**src/rtl/core/sfs_pkg.sv**
```systemverilog
`default_nettype none
package sfs_pkg;
    localparam int ENTRY_COUNT_DEF = 8;
    localparam int FRAME_BITS_DEF = 12;

    typedef enum logic [3:0] {
        OP_TICK = 4'd0, OP_DEFINE = 4'd1, OP_REMOVE = 4'd2, OP_CLEAR = 4'd3,
        OP_PLAY = 4'd4, OP_PLAY_NEW = 4'd5, OP_STOP = 4'd6, OP_PAUSE = 4'd7,
        OP_RESUME = 4'd8, OP_QUERY = 4'd9
    } t_op;

    localparam logic [2:0] REG_SPEED = 3'd0;
    localparam logic [2:0] REG_FB_EN = 3'd1;
    localparam logic [2:0] REG_FB_ENTRY = 3'd2;
    localparam logic [2:0] REG_CELL_W = 3'd3;
    localparam logic [2:0] REG_CELL_H = 3'd4;
    localparam logic [2:0] REG_COLUMNS = 3'd5;

    typedef enum logic [3:0] {
        ST_IDLE, ST_RD, ST_ACC, ST_DIV1, ST_SETUP2, ST_DIV2, ST_FIN,
        ST_FBRD, ST_FB, ST_RDIV, ST_MUL, ST_OUT
    } t_state;

    // request and quotient/remainder response of a 32-bit serial divide
    typedef struct packed {
        logic        start;
        logic [31:0] num;
        logic [31:0] den;
    } t_div_req;

    typedef struct packed {
        logic        busy;
        logic [31:0] quo;
        logic [31:0] rem;
    } t_div_rsp;
endpackage
`default_nettype wire

```
**src/rtl/core/sfs_div.sv**
```systemverilog
`default_nettype none
module sfs_div
    import sfs_pkg::*;
(
    input  wire logic     i_clk,
    input  wire logic     i_rst_n,
    input  wire t_div_req i_req,
    output t_div_rsp      o_rsp
);
    logic [31:0] r_q, n_q;
    logic [32:0] r_r, n_r;
    logic [31:0] r_d;
    logic [5:0]  r_cnt;
    logic [32:0] w_t;

    always_comb begin
        w_t = {r_r[31:0], r_q[31]};
        n_q = {r_q[30:0], 1'b0};
        n_r = w_t;
        if (w_t >= {1'b0, r_d}) begin
            n_r = w_t - {1'b0, r_d};
            n_q[0] = 1'b1;
        end
    end

    always_ff @(posedge i_clk) begin
        if (!i_rst_n) begin
            r_cnt <= '0;
        end else if (i_req.start) begin
            r_cnt <= 6'd32;
        end else if (r_cnt != 6'd0) begin
            r_cnt <= r_cnt - 6'd1;
        end
        if (i_req.start) begin
            r_q <= i_req.num;
            r_r <= '0;
            r_d <= i_req.den;
        end else if (r_cnt != 6'd0) begin
            r_q <= n_q;
            r_r <= n_r;
        end
    end

    assign o_rsp.busy = (r_cnt != 6'd0);
    assign o_rsp.quo  = r_q;
    assign o_rsp.rem  = r_r[31:0];
endmodule
`default_nettype wire

```
**src/rtl/core/sfs_table.sv**
```systemverilog
`default_nettype none
module sfs_table
    import sfs_pkg::*;
#(
    parameter int ENTRY_COUNT = ENTRY_COUNT_DEF,
    parameter int FRAME_BITS = FRAME_BITS_DEF,
    localparam int IW = (ENTRY_COUNT > 1) ? $clog2(ENTRY_COUNT) : 1,
    localparam int DW = 2 * FRAME_BITS + 17
)
(
    input  wire logic          i_clk,
    input  wire logic          i_we,
    input  wire logic [IW-1:0] i_waddr,
    input  wire logic [DW-1:0] i_wdata,
    input  wire logic [IW-1:0] i_raddr,
    output logic [DW-1:0]      o_rdata
);
    logic [DW-1:0] r_mem [ENTRY_COUNT];

    always_ff @(posedge i_clk) begin
        if (i_we) begin
            r_mem[i_waddr] <= i_wdata;
        end
        o_rdata <= r_mem[i_raddr];
    end
endmodule
`default_nettype wire

```
**src/rtl/core/sprite_frame_sequencer.sv**
```systemverilog
`default_nettype none
// Sprite frame sequencer: an entry table of ENTRY_COUNT animations in a
// registered-read memory, plus the playback state. One item at a time; every
// item ends with a 32-bit serial divide of the shown frame by the sheet
// columns for the cell row/column. A tick adds one divide for the frame
// advance, and a looping entry one more for the wrap. An output register
// holds the result, and the next item is taken while it waits.
// Configure only while idle with no result waiting.
module sprite_frame_sequencer
    import sfs_pkg::*;
(
    input  wire logic        i_clk,
    input  wire logic        i_rst_n,
    input  wire logic        i_valid,
    output logic             o_stall,
    input  wire logic [3:0]  i_opcode,
    input  wire logic [2:0]  i_entry_index,
    input  wire logic [15:0] i_elapsed,
    input  wire logic [11:0] i_first_frame,
    input  wire logic [11:0] i_frame_total,
    input  wire logic [15:0] i_frame_period,
    input  wire logic        i_repeat_flag,
    input  wire logic        i_cfg_valid,
    output logic             o_cfg_ready,
    input  wire logic [2:0]  i_cfg_index,
    input  wire logic [15:0] i_cfg_data,
    output logic             o_valid,
    input  wire logic        i_stall,
    output logic             o_status,
    output logic [12:0]      o_sheet_frame,
    output logic             o_rect_valid,
    output logic [17:0]      o_rect_x,
    output logic [23:0]      o_rect_y,
    output logic             o_is_playing,
    output logic             o_is_done,
    output logic [7:0]       o_loop_events,
    output logic             o_done_event,
    output logic             o_start_event,
    output logic             o_entry_present
);
    localparam int ENTRY_COUNT = ENTRY_COUNT_DEF;
    localparam int FRAME_BITS = FRAME_BITS_DEF;
    localparam int IW = (ENTRY_COUNT > 1) ? $clog2(ENTRY_COUNT) : 1;
    localparam int FB = FRAME_BITS;
    localparam int DW = 2 * FB + 17;
    localparam int SW = FB + 1;

    // config
    logic [15:0] r_speed;
    logic        r_fb_en;
    logic [2:0]  r_fb_entry;
    logic [9:0]  r_cell_w, r_cell_h;
    logic [7:0]  r_cols;

    // state
    t_state r_st, n_st;
    logic [ENTRY_COUNT-1:0] r_vld, n_vld;
    logic [IW-1:0] r_act, n_act;
    logic r_aset, n_aset, r_run, n_run, r_done, n_done;
    logic [FB-1:0] r_lf, n_lf;
    logic [31:0] r_acc, n_acc;
    logic [SW-1:0] r_shown, n_shown;

    // item
    logic [3:0]  r_op;
    logic [2:0]  r_idx;
    logic [15:0] r_el;
    logic [FB-1:0] r_ff, r_ft;
    logic [15:0] r_fp;
    logic r_rep;
    logic r_stat, n_stat, r_pres, n_pres, r_dev, n_dev, r_sev, n_sev;
    logic [7:0] r_loops, n_loops;
    logic [31:0] r_tmp, n_tmp;   // saturated acc, then row product
    logic [31:0] r_n, n_n;       // frames advanced
    logic [31:0] r_prod, n_prod;

    // output
    logic r_ov;

    // table
    logic we;
    logic [IW-1:0] waddr, raddr;
    logic [DW-1:0] wdata, rdata;
    logic [FB-1:0] e_first, e_total;
    logic [15:0] e_period;
    logic e_rep;

    t_div_req dreq;
    t_div_rsp drsp;

    sfs_table #(.ENTRY_COUNT(ENTRY_COUNT), .FRAME_BITS(FRAME_BITS)) u_tab (
        .i_clk(i_clk), .i_we(we), .i_waddr(waddr), .i_wdata(wdata),
        .i_raddr(raddr), .o_rdata(rdata)
    );
    sfs_div u_div (.i_clk(i_clk), .i_rst_n(i_rst_n), .i_req(dreq), .o_rsp(drsp));

    assign {e_first, e_total, e_period, e_rep} = rdata;

    function automatic logic def_ok(input logic [2:0] idx,
                                    input logic [ENTRY_COUNT-1:0] v);
        logic r;
        r = 1'b0;
        if (32'(idx) < ENTRY_COUNT) r = v[idx[IW-1:0]];
        return r;
    endfunction

    wire in_acc  = i_valid && !o_stall;
    wire out_acc = r_ov && !i_stall;
    assign o_stall = (r_st != ST_IDLE);
    assign o_cfg_ready = (r_st == ST_IDLE) && !r_ov && !i_valid;
    assign o_valid = r_ov;

    wire rect_ok = (r_cols != 8'd0) && (r_cell_w != 10'd0) && (r_cell_h != 10'd0);
    wire [31:0] el_prod = {16'd0, r_el} * {16'd0, r_speed};
    wire [32:0] sum_acc = {1'b0, r_acc} + {1'b0, el_prod};
    wire [31:0] step = {8'd0, e_period, 8'd0};
    wire [32:0] pos = 33'(r_lf) + 33'(r_n);

    always_comb begin
        n_st = r_st; n_vld = r_vld; n_act = r_act; n_aset = r_aset;
        n_run = r_run; n_done = r_done; n_lf = r_lf; n_acc = r_acc;
        n_shown = r_shown; n_stat = r_stat; n_pres = r_pres; n_dev = r_dev;
        n_sev = r_sev; n_loops = r_loops; n_tmp = r_tmp; n_n = r_n;
        n_prod = r_prod;
        we = 1'b0; waddr = r_idx[IW-1:0];
        wdata = {r_ff, r_ft, r_fp, r_rep};
        raddr = r_act;
        dreq = '0;
        unique case (r_st)
            ST_IDLE: begin
                if (in_acc) begin
                    n_st = ST_RD;
                    n_stat = 1'b0; n_pres = 1'b0; n_dev = 1'b0; n_sev = 1'b0;
                    n_loops = '0;
                end
                raddr = (i_opcode == OP_TICK || i_opcode == OP_REMOVE ||
                         i_opcode == OP_CLEAR || i_opcode == OP_STOP) ?
                        r_act : i_entry_index[IW-1:0];
            end
            ST_RD: begin
                n_st = ST_RDIV;
                unique case (r_op)
                    OP_TICK: begin
                        if (r_run && r_aset && r_vld[r_act]) begin
                            n_st = ST_ACC;
                        end
                    end
                    OP_DEFINE: begin
                        if (r_ft == '0 || r_fp == 16'd0 || def_ok(r_idx, r_vld) ||
                            32'(r_idx) >= ENTRY_COUNT) begin
                            n_stat = 1'b1;
                        end else begin
                            we = 1'b1;
                            n_vld[r_idx[IW-1:0]] = 1'b1;
                        end
                    end
                    OP_REMOVE: begin
                        if (r_aset && 32'(r_act) == 32'(r_idx)) begin
                            if (r_vld[r_act]) n_shown = SW'(e_first);
                            n_lf = '0; n_acc = '0; n_run = 1'b0; n_done = 1'b0;
                        end
                        if (def_ok(r_idx, r_vld)) n_vld[r_idx[IW-1:0]] = 1'b0;
                        else n_stat = 1'b1;
                    end
                    OP_CLEAR, OP_STOP: begin
                        if (r_aset && r_vld[r_act]) n_shown = SW'(e_first);
                        n_lf = '0; n_acc = '0; n_run = 1'b0; n_done = 1'b0;
                        if (r_op == OP_CLEAR) n_vld = '0;
                    end
                    OP_PLAY, OP_PLAY_NEW: begin
                        if (r_op == OP_PLAY_NEW && r_aset &&
                            32'(r_act) == 32'(r_idx) && r_run) begin
                        end else if (def_ok(r_idx, r_vld)) begin
                            n_act = r_idx[IW-1:0]; n_aset = 1'b1; n_lf = '0;
                            n_acc = '0; n_run = 1'b1; n_done = 1'b0;
                            n_shown = SW'(e_first); n_sev = 1'b1;
                        end else begin
                            n_stat = 1'b1;
                        end
                    end
                    OP_PAUSE: n_run = 1'b0;
                    OP_RESUME: if (!r_run && r_aset && !r_done) n_run = 1'b1;
                    OP_QUERY: n_pres = def_ok(r_idx, r_vld);
                    default: n_stat = 1'b1;
                endcase
            end
            ST_ACC: begin
                n_tmp = sum_acc[32] ? 32'hFFFF_FFFF : sum_acc[31:0];
                dreq.start = 1'b1;
                dreq.num = sum_acc[32] ? 32'hFFFF_FFFF : sum_acc[31:0];
                dreq.den = step;
                n_st = ST_DIV1;
            end
            ST_DIV1: begin
                if (!drsp.busy) begin
                    n_n = drsp.quo;
                    n_acc = drsp.rem;
                    n_st = e_rep ? ST_SETUP2 : ST_FIN;
                end
            end
            ST_SETUP2: begin
                dreq.start = 1'b1;
                dreq.num = pos[31:0];
                dreq.den = 32'(e_total);
                n_st = ST_DIV2;
            end
            ST_DIV2: begin
                if (!drsp.busy) begin
                    n_loops = (drsp.quo > 32'd255) ? 8'd255 : drsp.quo[7:0];
                    n_lf = drsp.rem[FB-1:0];
                    n_shown = SW'(e_first) + SW'(drsp.rem[FB-1:0]);
                    n_st = ST_RDIV;
                end
            end
            ST_FIN: begin
                n_st = ST_RDIV;
                if (pos >= 33'(e_total)) begin
                    n_acc = r_tmp - (32'(e_total - r_lf) * step);
                    n_lf = e_total - FB'(1);
                    n_run = 1'b0; n_done = 1'b1; n_dev = 1'b1;
                    n_shown = SW'(e_first) + SW'(e_total - FB'(1));
                    if (r_fb_en) begin
                        raddr = r_fb_entry[IW-1:0];
                        n_st = ST_FBRD;
                    end
                end else begin
                    n_lf = r_lf + r_n[FB-1:0];
                    n_shown = SW'(e_first) + SW'(r_lf + r_n[FB-1:0]);
                end
            end
            ST_FBRD: begin
                raddr = r_fb_entry[IW-1:0];
                n_st = ST_FB;
            end
            ST_FB: begin
                if (def_ok(r_fb_entry, r_vld)) begin
                    n_act = r_fb_entry[IW-1:0]; n_aset = 1'b1; n_lf = '0;
                    n_acc = '0; n_run = 1'b1; n_done = 1'b0;
                    n_shown = SW'(e_first); n_sev = 1'b1;
                end
                n_st = ST_RDIV;
            end
            ST_RDIV: begin
                dreq.start = 1'b1;
                dreq.num = 32'(r_shown);
                dreq.den = 32'(r_cols);
                n_st = ST_MUL;
            end
            ST_MUL: begin
                if (!drsp.busy) begin
                    n_prod = 32'(drsp.rem[7:0]) * 32'(r_cell_w);
                    n_tmp = 32'(drsp.quo[SW-1:0]) * 32'(r_cell_h);
                    n_st = ST_OUT;
                end
            end
            ST_OUT: begin
                if (!r_ov || out_acc) n_st = ST_IDLE;
            end
            default: n_st = ST_IDLE;
        endcase
    end

    always_ff @(posedge i_clk) begin
        if (!i_rst_n) begin
            r_st <= ST_IDLE; r_vld <= '0; r_act <= '0; r_aset <= 1'b0;
            r_run <= 1'b0; r_done <= 1'b0; r_lf <= '0; r_acc <= '0;
            r_shown <= '0; r_ov <= 1'b0;
            r_speed <= 16'd256; r_fb_en <= 1'b0; r_fb_entry <= '0;
            r_cell_w <= '0; r_cell_h <= '0; r_cols <= '0;
        end else begin
            r_st <= n_st; r_vld <= n_vld; r_act <= n_act; r_aset <= n_aset;
            r_run <= n_run; r_done <= n_done; r_lf <= n_lf; r_acc <= n_acc;
            r_shown <= n_shown;
            if (r_st == ST_OUT && (!r_ov || out_acc)) r_ov <= 1'b1;
            else if (out_acc) r_ov <= 1'b0;
            if (i_cfg_valid && o_cfg_ready) begin
                unique case (i_cfg_index)
                    REG_SPEED:    r_speed <= i_cfg_data;
                    REG_FB_EN:    r_fb_en <= i_cfg_data[0];
                    REG_FB_ENTRY: r_fb_entry <= i_cfg_data[2:0];
                    REG_CELL_W:   r_cell_w <= i_cfg_data[9:0];
                    REG_CELL_H:   r_cell_h <= i_cfg_data[9:0];
                    REG_COLUMNS:  r_cols <= i_cfg_data[7:0];
                    default: ;
                endcase
            end
        end
        r_stat <= n_stat; r_pres <= n_pres; r_dev <= n_dev; r_sev <= n_sev;
        r_loops <= n_loops; r_tmp <= n_tmp; r_n <= n_n; r_prod <= n_prod;
        if (in_acc) begin
            r_op <= i_opcode; r_idx <= i_entry_index; r_el <= i_elapsed;
            r_ff <= i_first_frame[FB-1:0]; r_ft <= i_frame_total[FB-1:0];
            r_fp <= i_frame_period; r_rep <= i_repeat_flag;
        end
        if (r_st == ST_OUT && (!r_ov || out_acc)) begin
            o_status <= r_stat;
            o_sheet_frame <= 13'(r_shown);
            o_rect_valid <= rect_ok;
            o_rect_x <= rect_ok ? r_prod[17:0] : 18'd0;
            o_rect_y <= rect_ok ? r_tmp[23:0] : 24'd0;
            o_is_playing <= r_run; o_is_done <= r_done;
            o_loop_events <= r_loops; o_done_event <= r_dev;
            o_start_event <= r_sev; o_entry_present <= r_pres;
        end
    end

    a_busy_stall: assert property (@(posedge i_clk) disable iff (!i_rst_n)
        (r_st != ST_IDLE) |-> o_stall) else $error("accept while busy");
    a_run_done: assert property (@(posedge i_clk) disable iff (!i_rst_n)
        !(r_run && r_done)) else $error("running and done");
    a_ov_hold: assert property (@(posedge i_clk) disable iff (!i_rst_n)
        (r_ov && i_stall) |=> r_ov) else $error("result dropped");
endmodule
`default_nettype wire

```
**config.mk**
```make
export PLATFORM = sky130hd
export DESIGN_NAME = sprite_frame_sequencer
export DESIGN_NICKNAME = d
export VERILOG_FILES = /design/src/rtl/core/sfs_pkg.sv /design/src/rtl/core/sfs_div.sv /design/src/rtl/core/sfs_table.sv /design/src/rtl/core/sprite_frame_sequencer.sv
export SDC_FILE = /design/constraint.sdc
export NUM_CORES = 2
export LEC_CHECK = 0
export ABC_AREA = 1
export BUFFER_PORTS_ARGS = -buffer_cell sky130_fd_sc_hd__buf_2
export CAP_MARGIN = 20
export CELL_PAD_IN_SITES_DETAIL_PLACEMENT = 1
export CELL_PAD_IN_SITES_GLOBAL_PLACEMENT = 1
export CORE_UTILIZATION = 55
export CTS_BUF_LIST = sky130_fd_sc_hd__clkbuf_4 sky130_fd_sc_hd__clkbuf_8
export CTS_CLUSTER_SIZE = 10
export DETAILED_ROUTE_END_ITERATION = 16
export PLACE_DENSITY = 0.95
export SLEW_MARGIN = 15
export SYNTH_ARGS = -nofsm -noshare
export SYNTH_HDL_FRONTEND = slang
export SYNTH_SLANG_ARGS = --single-unit
```
**constraint.sdc**
```tcl
create_clock -name i_clk -period 22.2 [get_ports i_clk]
set_input_delay 4.44 -clock i_clk [delete_from_list [all_inputs] [get_ports i_clk]]
set_output_delay 4.44 -clock i_clk [all_outputs]
set_load 0.005 [all_outputs]
```
After elaboration in Yosys (flattened, before gate mapping) --
Memories as Yosys holds them, arrays and structs flattened. A register that Yosys moved wholly into a read port is not among the register bits. Index checks and enable logic that the tools add are counted.
Word-level totals: memories 1, latch bits 0, memory bits (read-only) 0, register bits 454, memory bits (writable) 328, input bits 88, output and inout bits 73
Cells by class: reductions and logical operators 80, bitwise logic cells 5, shift operators 0, multiplexer cells 114, multipliers 4, eq/ne operators 55, add/subtract/negate cells 13, order comparisons 7, divide/modulo/power cells 0
Memory list:
- u_tab.r_mem | words 8, bits a word 41, read ports 1, clocked after Yosys merged registers in 1, write ports 1, RTL line sfs_table.sv:18 | logic [DW-1:0] r_mem [ENTRY_COUNT];
Operators by type and width (count):
- 32-bit two-way mux | 11
- 65-bit one-hot mux with 3 select lines | 1
- 32-bit one-hot mux with 4 select lines | 1
- 13-bit two-way mux | 8
- 32-bit one-hot mux with 3 select lines | 1
- 12-bit two-way mux | 6
- 32-bit one-hot mux with 2 select lines | 1
- 32-bit subtractor | 2
- 13-bit one-hot mux with 4 select lines | 1
- 8-bit two-way mux | 6
- 12-bit one-hot mux with 4 select lines | 1
- 4-bit one-hot mux with 12 select lines | 1
- 13-bit one-hot mux with 3 select lines | 1
- 1-bit two-way mux | 37
- 4-bit by 3-bit == test with 1-bit output (second input constant) | 9
- 4-bit two-way mux | 9
- 12-bit one-hot mux with 3 select lines | 1
- 12-bit by 32-bit adder with 33-bit output | 1
- 32-bit by 32-bit adder with 33-bit output | 1
- 33-bit by 12-bit >= comparator with 1-bit output | 1
- 33-bit by 32-bit >= comparator with 1-bit output | 1
- 32-bit by 8-bit greater-than comparator with 1-bit output (second input constant) | 1
- 16-bit by 16-bit multiplier with 32-bit output | 1
- 32-bit by 16-bit multiplier with 24-bit output | 1
- other kinds (62) | 174

Longest topological paths before layout --
depth after elaboration 11, depth in mapped cells 45, depth with buffers taken out 45

Hierarchy --
A second synthesis with hierarchy kept.
Second synthesis, totals: cell total of the unflattened synthesis 7938, area, all modules 65437.8 sq um
By module, submodules not included:
- sprite_frame_sequencer | sequential area each 9328.9 sq um, instances 1, cells an instance 5472, area an instance 43432.9 sq um
- sfs_table | sequential area each 10670.2 sq um, instances 1, cells an instance 1476, area an instance 15182.1 sq um
- sfs_div | sequential area each 2682.6 sq um, instances 1, cells an instance 990, area an instance 6822.8 sq um

Worst setup path before layout --
No wires, ideal clock.
path type input port to output port, start input port i_valid, end output port o_cfg_ready, slack 12.959 ns, stages 3, data required time 17.760 ns, path buffers 0, data arrival time 4.801 ns, cells stage by stage nor2_1 -> inv_1 -> nor2_1
On the way: longest elaborated chain between the ends 2
Ends and longest elaborated chain:
- start, declared | RTL line sprite_frame_sequencer.sv:14 | input wire logic i_valid,
- 1-bit logical NOT | RTL line sprite_frame_sequencer.sv:110 | assign o_cfg_ready = (r_st == ST_IDLE) && !r_ov && !i_valid;
- 1-bit logical AND | RTL line sprite_frame_sequencer.sv:110
- end, declared | RTL line sprite_frame_sequencer.sv:24 | output logic o_cfg_ready,
No other way between the ends.

Final worst setup path --
start register u_tab.o_rdata[17] (read register of u_tab.r_mem), end register r_acc[30]
On the way: longest elaborated chain between the ends 5, elaborated cells on any way between the ends 8, those cells by class add/sub: 2; mul: 1; order compare: 1; eq/ne: 1; mux: 2; reduce/logical: 1
Ends and longest elaborated chain:
- start, declared | RTL line sfs_table.sv:16 | output logic [DW-1:0] o_rdata
- 12-bit by 12-bit subtractor with 13-bit output | RTL line sprite_frame_sequencer.sv:218 | n_acc = r_tmp - (32'(e_total - r_lf) * step);
- 32-bit by 16-bit multiplier with 24-bit output | RTL line sprite_frame_sequencer.sv:218
- 32-bit subtractor | RTL line sprite_frame_sequencer.sv:218
- 32-bit two-way mux | RTL line sprite_frame_sequencer.sv:217 | if (pos >= 33'(e_total)) begin
- 32-bit one-hot mux with 4 select lines | RTL line sprite_frame_sequencer.sv:129 | unique case (r_st)
- end signal, assigned | RTL line sprite_frame_sequencer.sv:272 | r_run <= n_run; r_done <= n_done; r_lf <= n_lf; r_acc <= n_acc;
- end, declared | RTL line sprite_frame_sequencer.sv:61 | logic [31:0] r_acc, n_acc;
Several ways; a longest one is shown, not always the timed one. The select of a mux whose other input is x is not followed. A chain may end at the register's enable or synchronous reset.

==> impl_results.md <==
* Status: finished, final reports clean
* Worst Path Required at 23030 ps
* Synth warn at 0
* Crit. End Element: flop
* Vias in the first global route at 64.5k
* WL/cell at 30.4 um
* Multi-input gate area at 0.0337 sq mm
* Register area share after synthesis at 35.7%
* CTS tree: done
* Arr. time, crit path at 10710 ps
* Hold_buf cts at 0
* Worst setup SP type: flop
* RSZ-0062 raised after global routing: no
* Leading area contributor after synthesis: edfxtp_1
* Rows at 123
* Fin. Hold Viols at 0
* # resized after CTS at 0
* Slew HR at 21.3%
* Post-synth top area share at 29.2%
* Synth Net Count at 8337
* Crit Path Max Fanout at 9
* CTS Buf Count at 146
* Register bit total from synthesis at 815
* Die Height at 340 um
* Maximum buffer depth of the clock tree at 3
* Post-CTS Setup Bufs at 0
* Post-Syn Area at 0.0629 sq mm
* Worst Clk Skew at 93.6 ps
* Crit path top cell by count: inv_1
* Tcrit/Tclk final at 44.5%
* Clock sink count at 815
* Post-DRT Antenna Nets at 0
* Syn Inst Count at 7304
* Die area at 0.116 sq mm
* Highest clock rate at 101 MHz
* Die Wd at 340 um
* DR vias/cell at 6.60
* Min Tclk post-route at 9880 ps
* Routability cong. at 1.01
* Area Growth Syn to Fin at 8.65%
* Wirelength, routed at 275 mm
* Prevailing post-synth register cell: edfxtp_1
* First-pass DRT Iterations at 7
* Final net count at 8414
* Reg area at 0.0224 sq mm
* Max-cap viol count at 0
* CP max stage delay at 750 ps
* Remaining global-route overflow at 0
* Finished Layout Cells at 9033
* Setup TNS at 0 ps
* Crit path kind: flop to flop
* Post-synth EDFFs at 612
* CP max stage cell: xor2_1
* Largest net degree at the start of global routing at 104
* Synth cell types at 58
* Hold Worst Slack at 426 ps
* Clock Pin Slew Worst Setup and Hold Paths at 70 ps
* Drt initial violations at 8417
* Setup violators final at 0
* Avg Synthesized Cell Area at 8.61 sq um
* Vias at 59.6k
* Core footprint at 0.113 sq mm
* I/O pin cnt at 161
* H-tree depth at 4
* Min-delay worst type: flop to flop
* CTS root buf: clkbuf_8
* Placed cells at 8724
* DRC viols at 0
* Share of layout cells above drive strength 1 at 7.41%
* Worst-Skew Late Latency at 1000 ps
* Dpl hpwl at 176 mm
* Initial Utilization at 55.7%
* IO buf count at 160
* Async set-reset flop share out of synthesis at 0%
* Synth area leaders: edfxtp_1, fa_1, nand2_1, inv_1, ha_1
* First-pass GRT wire length at 397 mm
* Antenna violations before repair at 39
* GRT Overall Usage at 45.9%
* Fillers at 13.2k
* Worst slew pin tran at 1170 ps
* Final Slew Violations at 0
-- worst max-delay path, delay by kind of cell, from the launching register on --
family / cells / cell delay [ps]
AOI/OAI and AO/OA: 10 / 1960
xor gates and xnor gates: 2 / 900
and+or+nand+nor: 11 / 1920
buffers and inverters: 9 / 1000
DFF: 1 / 400
adders and majority gates: 10 / 3550
-- path summary, 6_finish.rpt --
kind	startpoint	end	slack, ps	cells past startpoint
setup / recovery	u_tab.o_rdata[17]	r_acc[30]	12320	42
hold / removal	r_sev	o_start_event	430	0
setup reg to reg	u_tab.o_rdata[17]	r_acc[30]	12320	42
hold reg to reg	r_sev	o_start_event	430	0
-- placed cells by master (no fill, tap or decap), types with 16 or more instances in the layout --
cell type,instances
dfxtp_1,203
inv_1,1491
or2_2,28
nor3_1,48
a211oi_1,16
nand4_1,33
clkinv_1,36
buf_4,65
edfxtp_1,612
o211ai_1,19
nor2_1,377
clkbuf_4,53
a221oi_1,17
a31oi_1,40
buf_2,161
o21bai_1,16
o22ai_1,35
diode_2,29
xor2_1,99
o21ai_0,272
nor4_1,26
xnor2_1,68
nand3_1,556
a21oi_1,373
fa_1,556
ha_1,389
clkbuf_8,159
nand2_1,1575
-- cell type report --
| class | instances | area share (%) |
|---|---|---|
| inverter | 1515 | 8.32 |
| sequential | 815 | 32.8 |
| timing repair buffer | 234 | 2.18 |
| multi-input combinational | 4669 | 49.3 |
| clock inverter | 59 | 0.769 |
| antenna | 29 | 0.106 |
| tap | 1500 | 2.75 |
| clock buffer | 212 | 3.78 |
-- stage by stage --
step           setup WS, ps  util [%]  instance area, sq um
3_5_place_dp          12610      57.5                 65000
6_report              12320      60.5                 68400
3_3_place_gp          12690      57.5                 65000
5_1_grt               11660      60.5                 68300
2_1_floorplan         12960         -                 62900
4_1_cts               12500      60.3                 68100
-- layer usage --
layer	routed length, um	part of all wire (%)	vias up	global-route usage, %
li1	-	-	23300	-
met1	88400	32	28900	50.8
met2	123000	45	5289	72.7
met3	34800	13	2052	14.0
met4	28100	10	36	38.8
met5	401	0.15	-	0
-- cell families (layout without fill, tap and decap cells) --
| logic type | Yosys count | in the layout | share of synthesized area [%] |
|---|---|---|---|
| AO/OA/AOI/OAI | 858 | 858 | 7.64 |
| XOR/XNOR | 167 | 167 | 2.33 |
| adder cells (fa/ha/maj) | 945 | 945 | 25.4 |
| buffers and inverters | 1820 | 2020 | 11.1 |
| flip-flops | 815 | 815 | 35.7 |
| other | 0 | 29 | 0 |
| AND/OR/NAND/NOR | 2699 | 2699 | 17.9 |
-- synth_stat cells, drive strengths merged (99+ instances only) --
library cell  number
edfxtp           612
ha               389
nand3            560
xor2              99
dfxtp            203
o21ai            274
fa               556
nor2             394
a21oi            374
clkbuf           218
nand2           1581
inv             1504
-- sequential cells by signal, indices dropped and copies added, names as in the netlist, 10 cells and up --
name / flops
r_prod: 18
o_sheet_frame: 13
r_tmp: 32
r_fp: 16
r_cell_h: 10
r_cell_w: 10
r_acc: 32
u_div.r_q: 32
r_n: 32
r_ff: 12
u_div.r_d: 24
o_rect_y: 24
u_div.r_r: 32
r_el: 16
r_ft: 12
r_lf: 12
u_tab.o_rdata: 41
o_rect_x: 18
r_shown: 13
r_speed: 16
u_tab.r_mem: 328
Power is left out: the tool's default activity adds up to more than one toggle a clock period on the data nets, which glitch-free logic cannot reach.
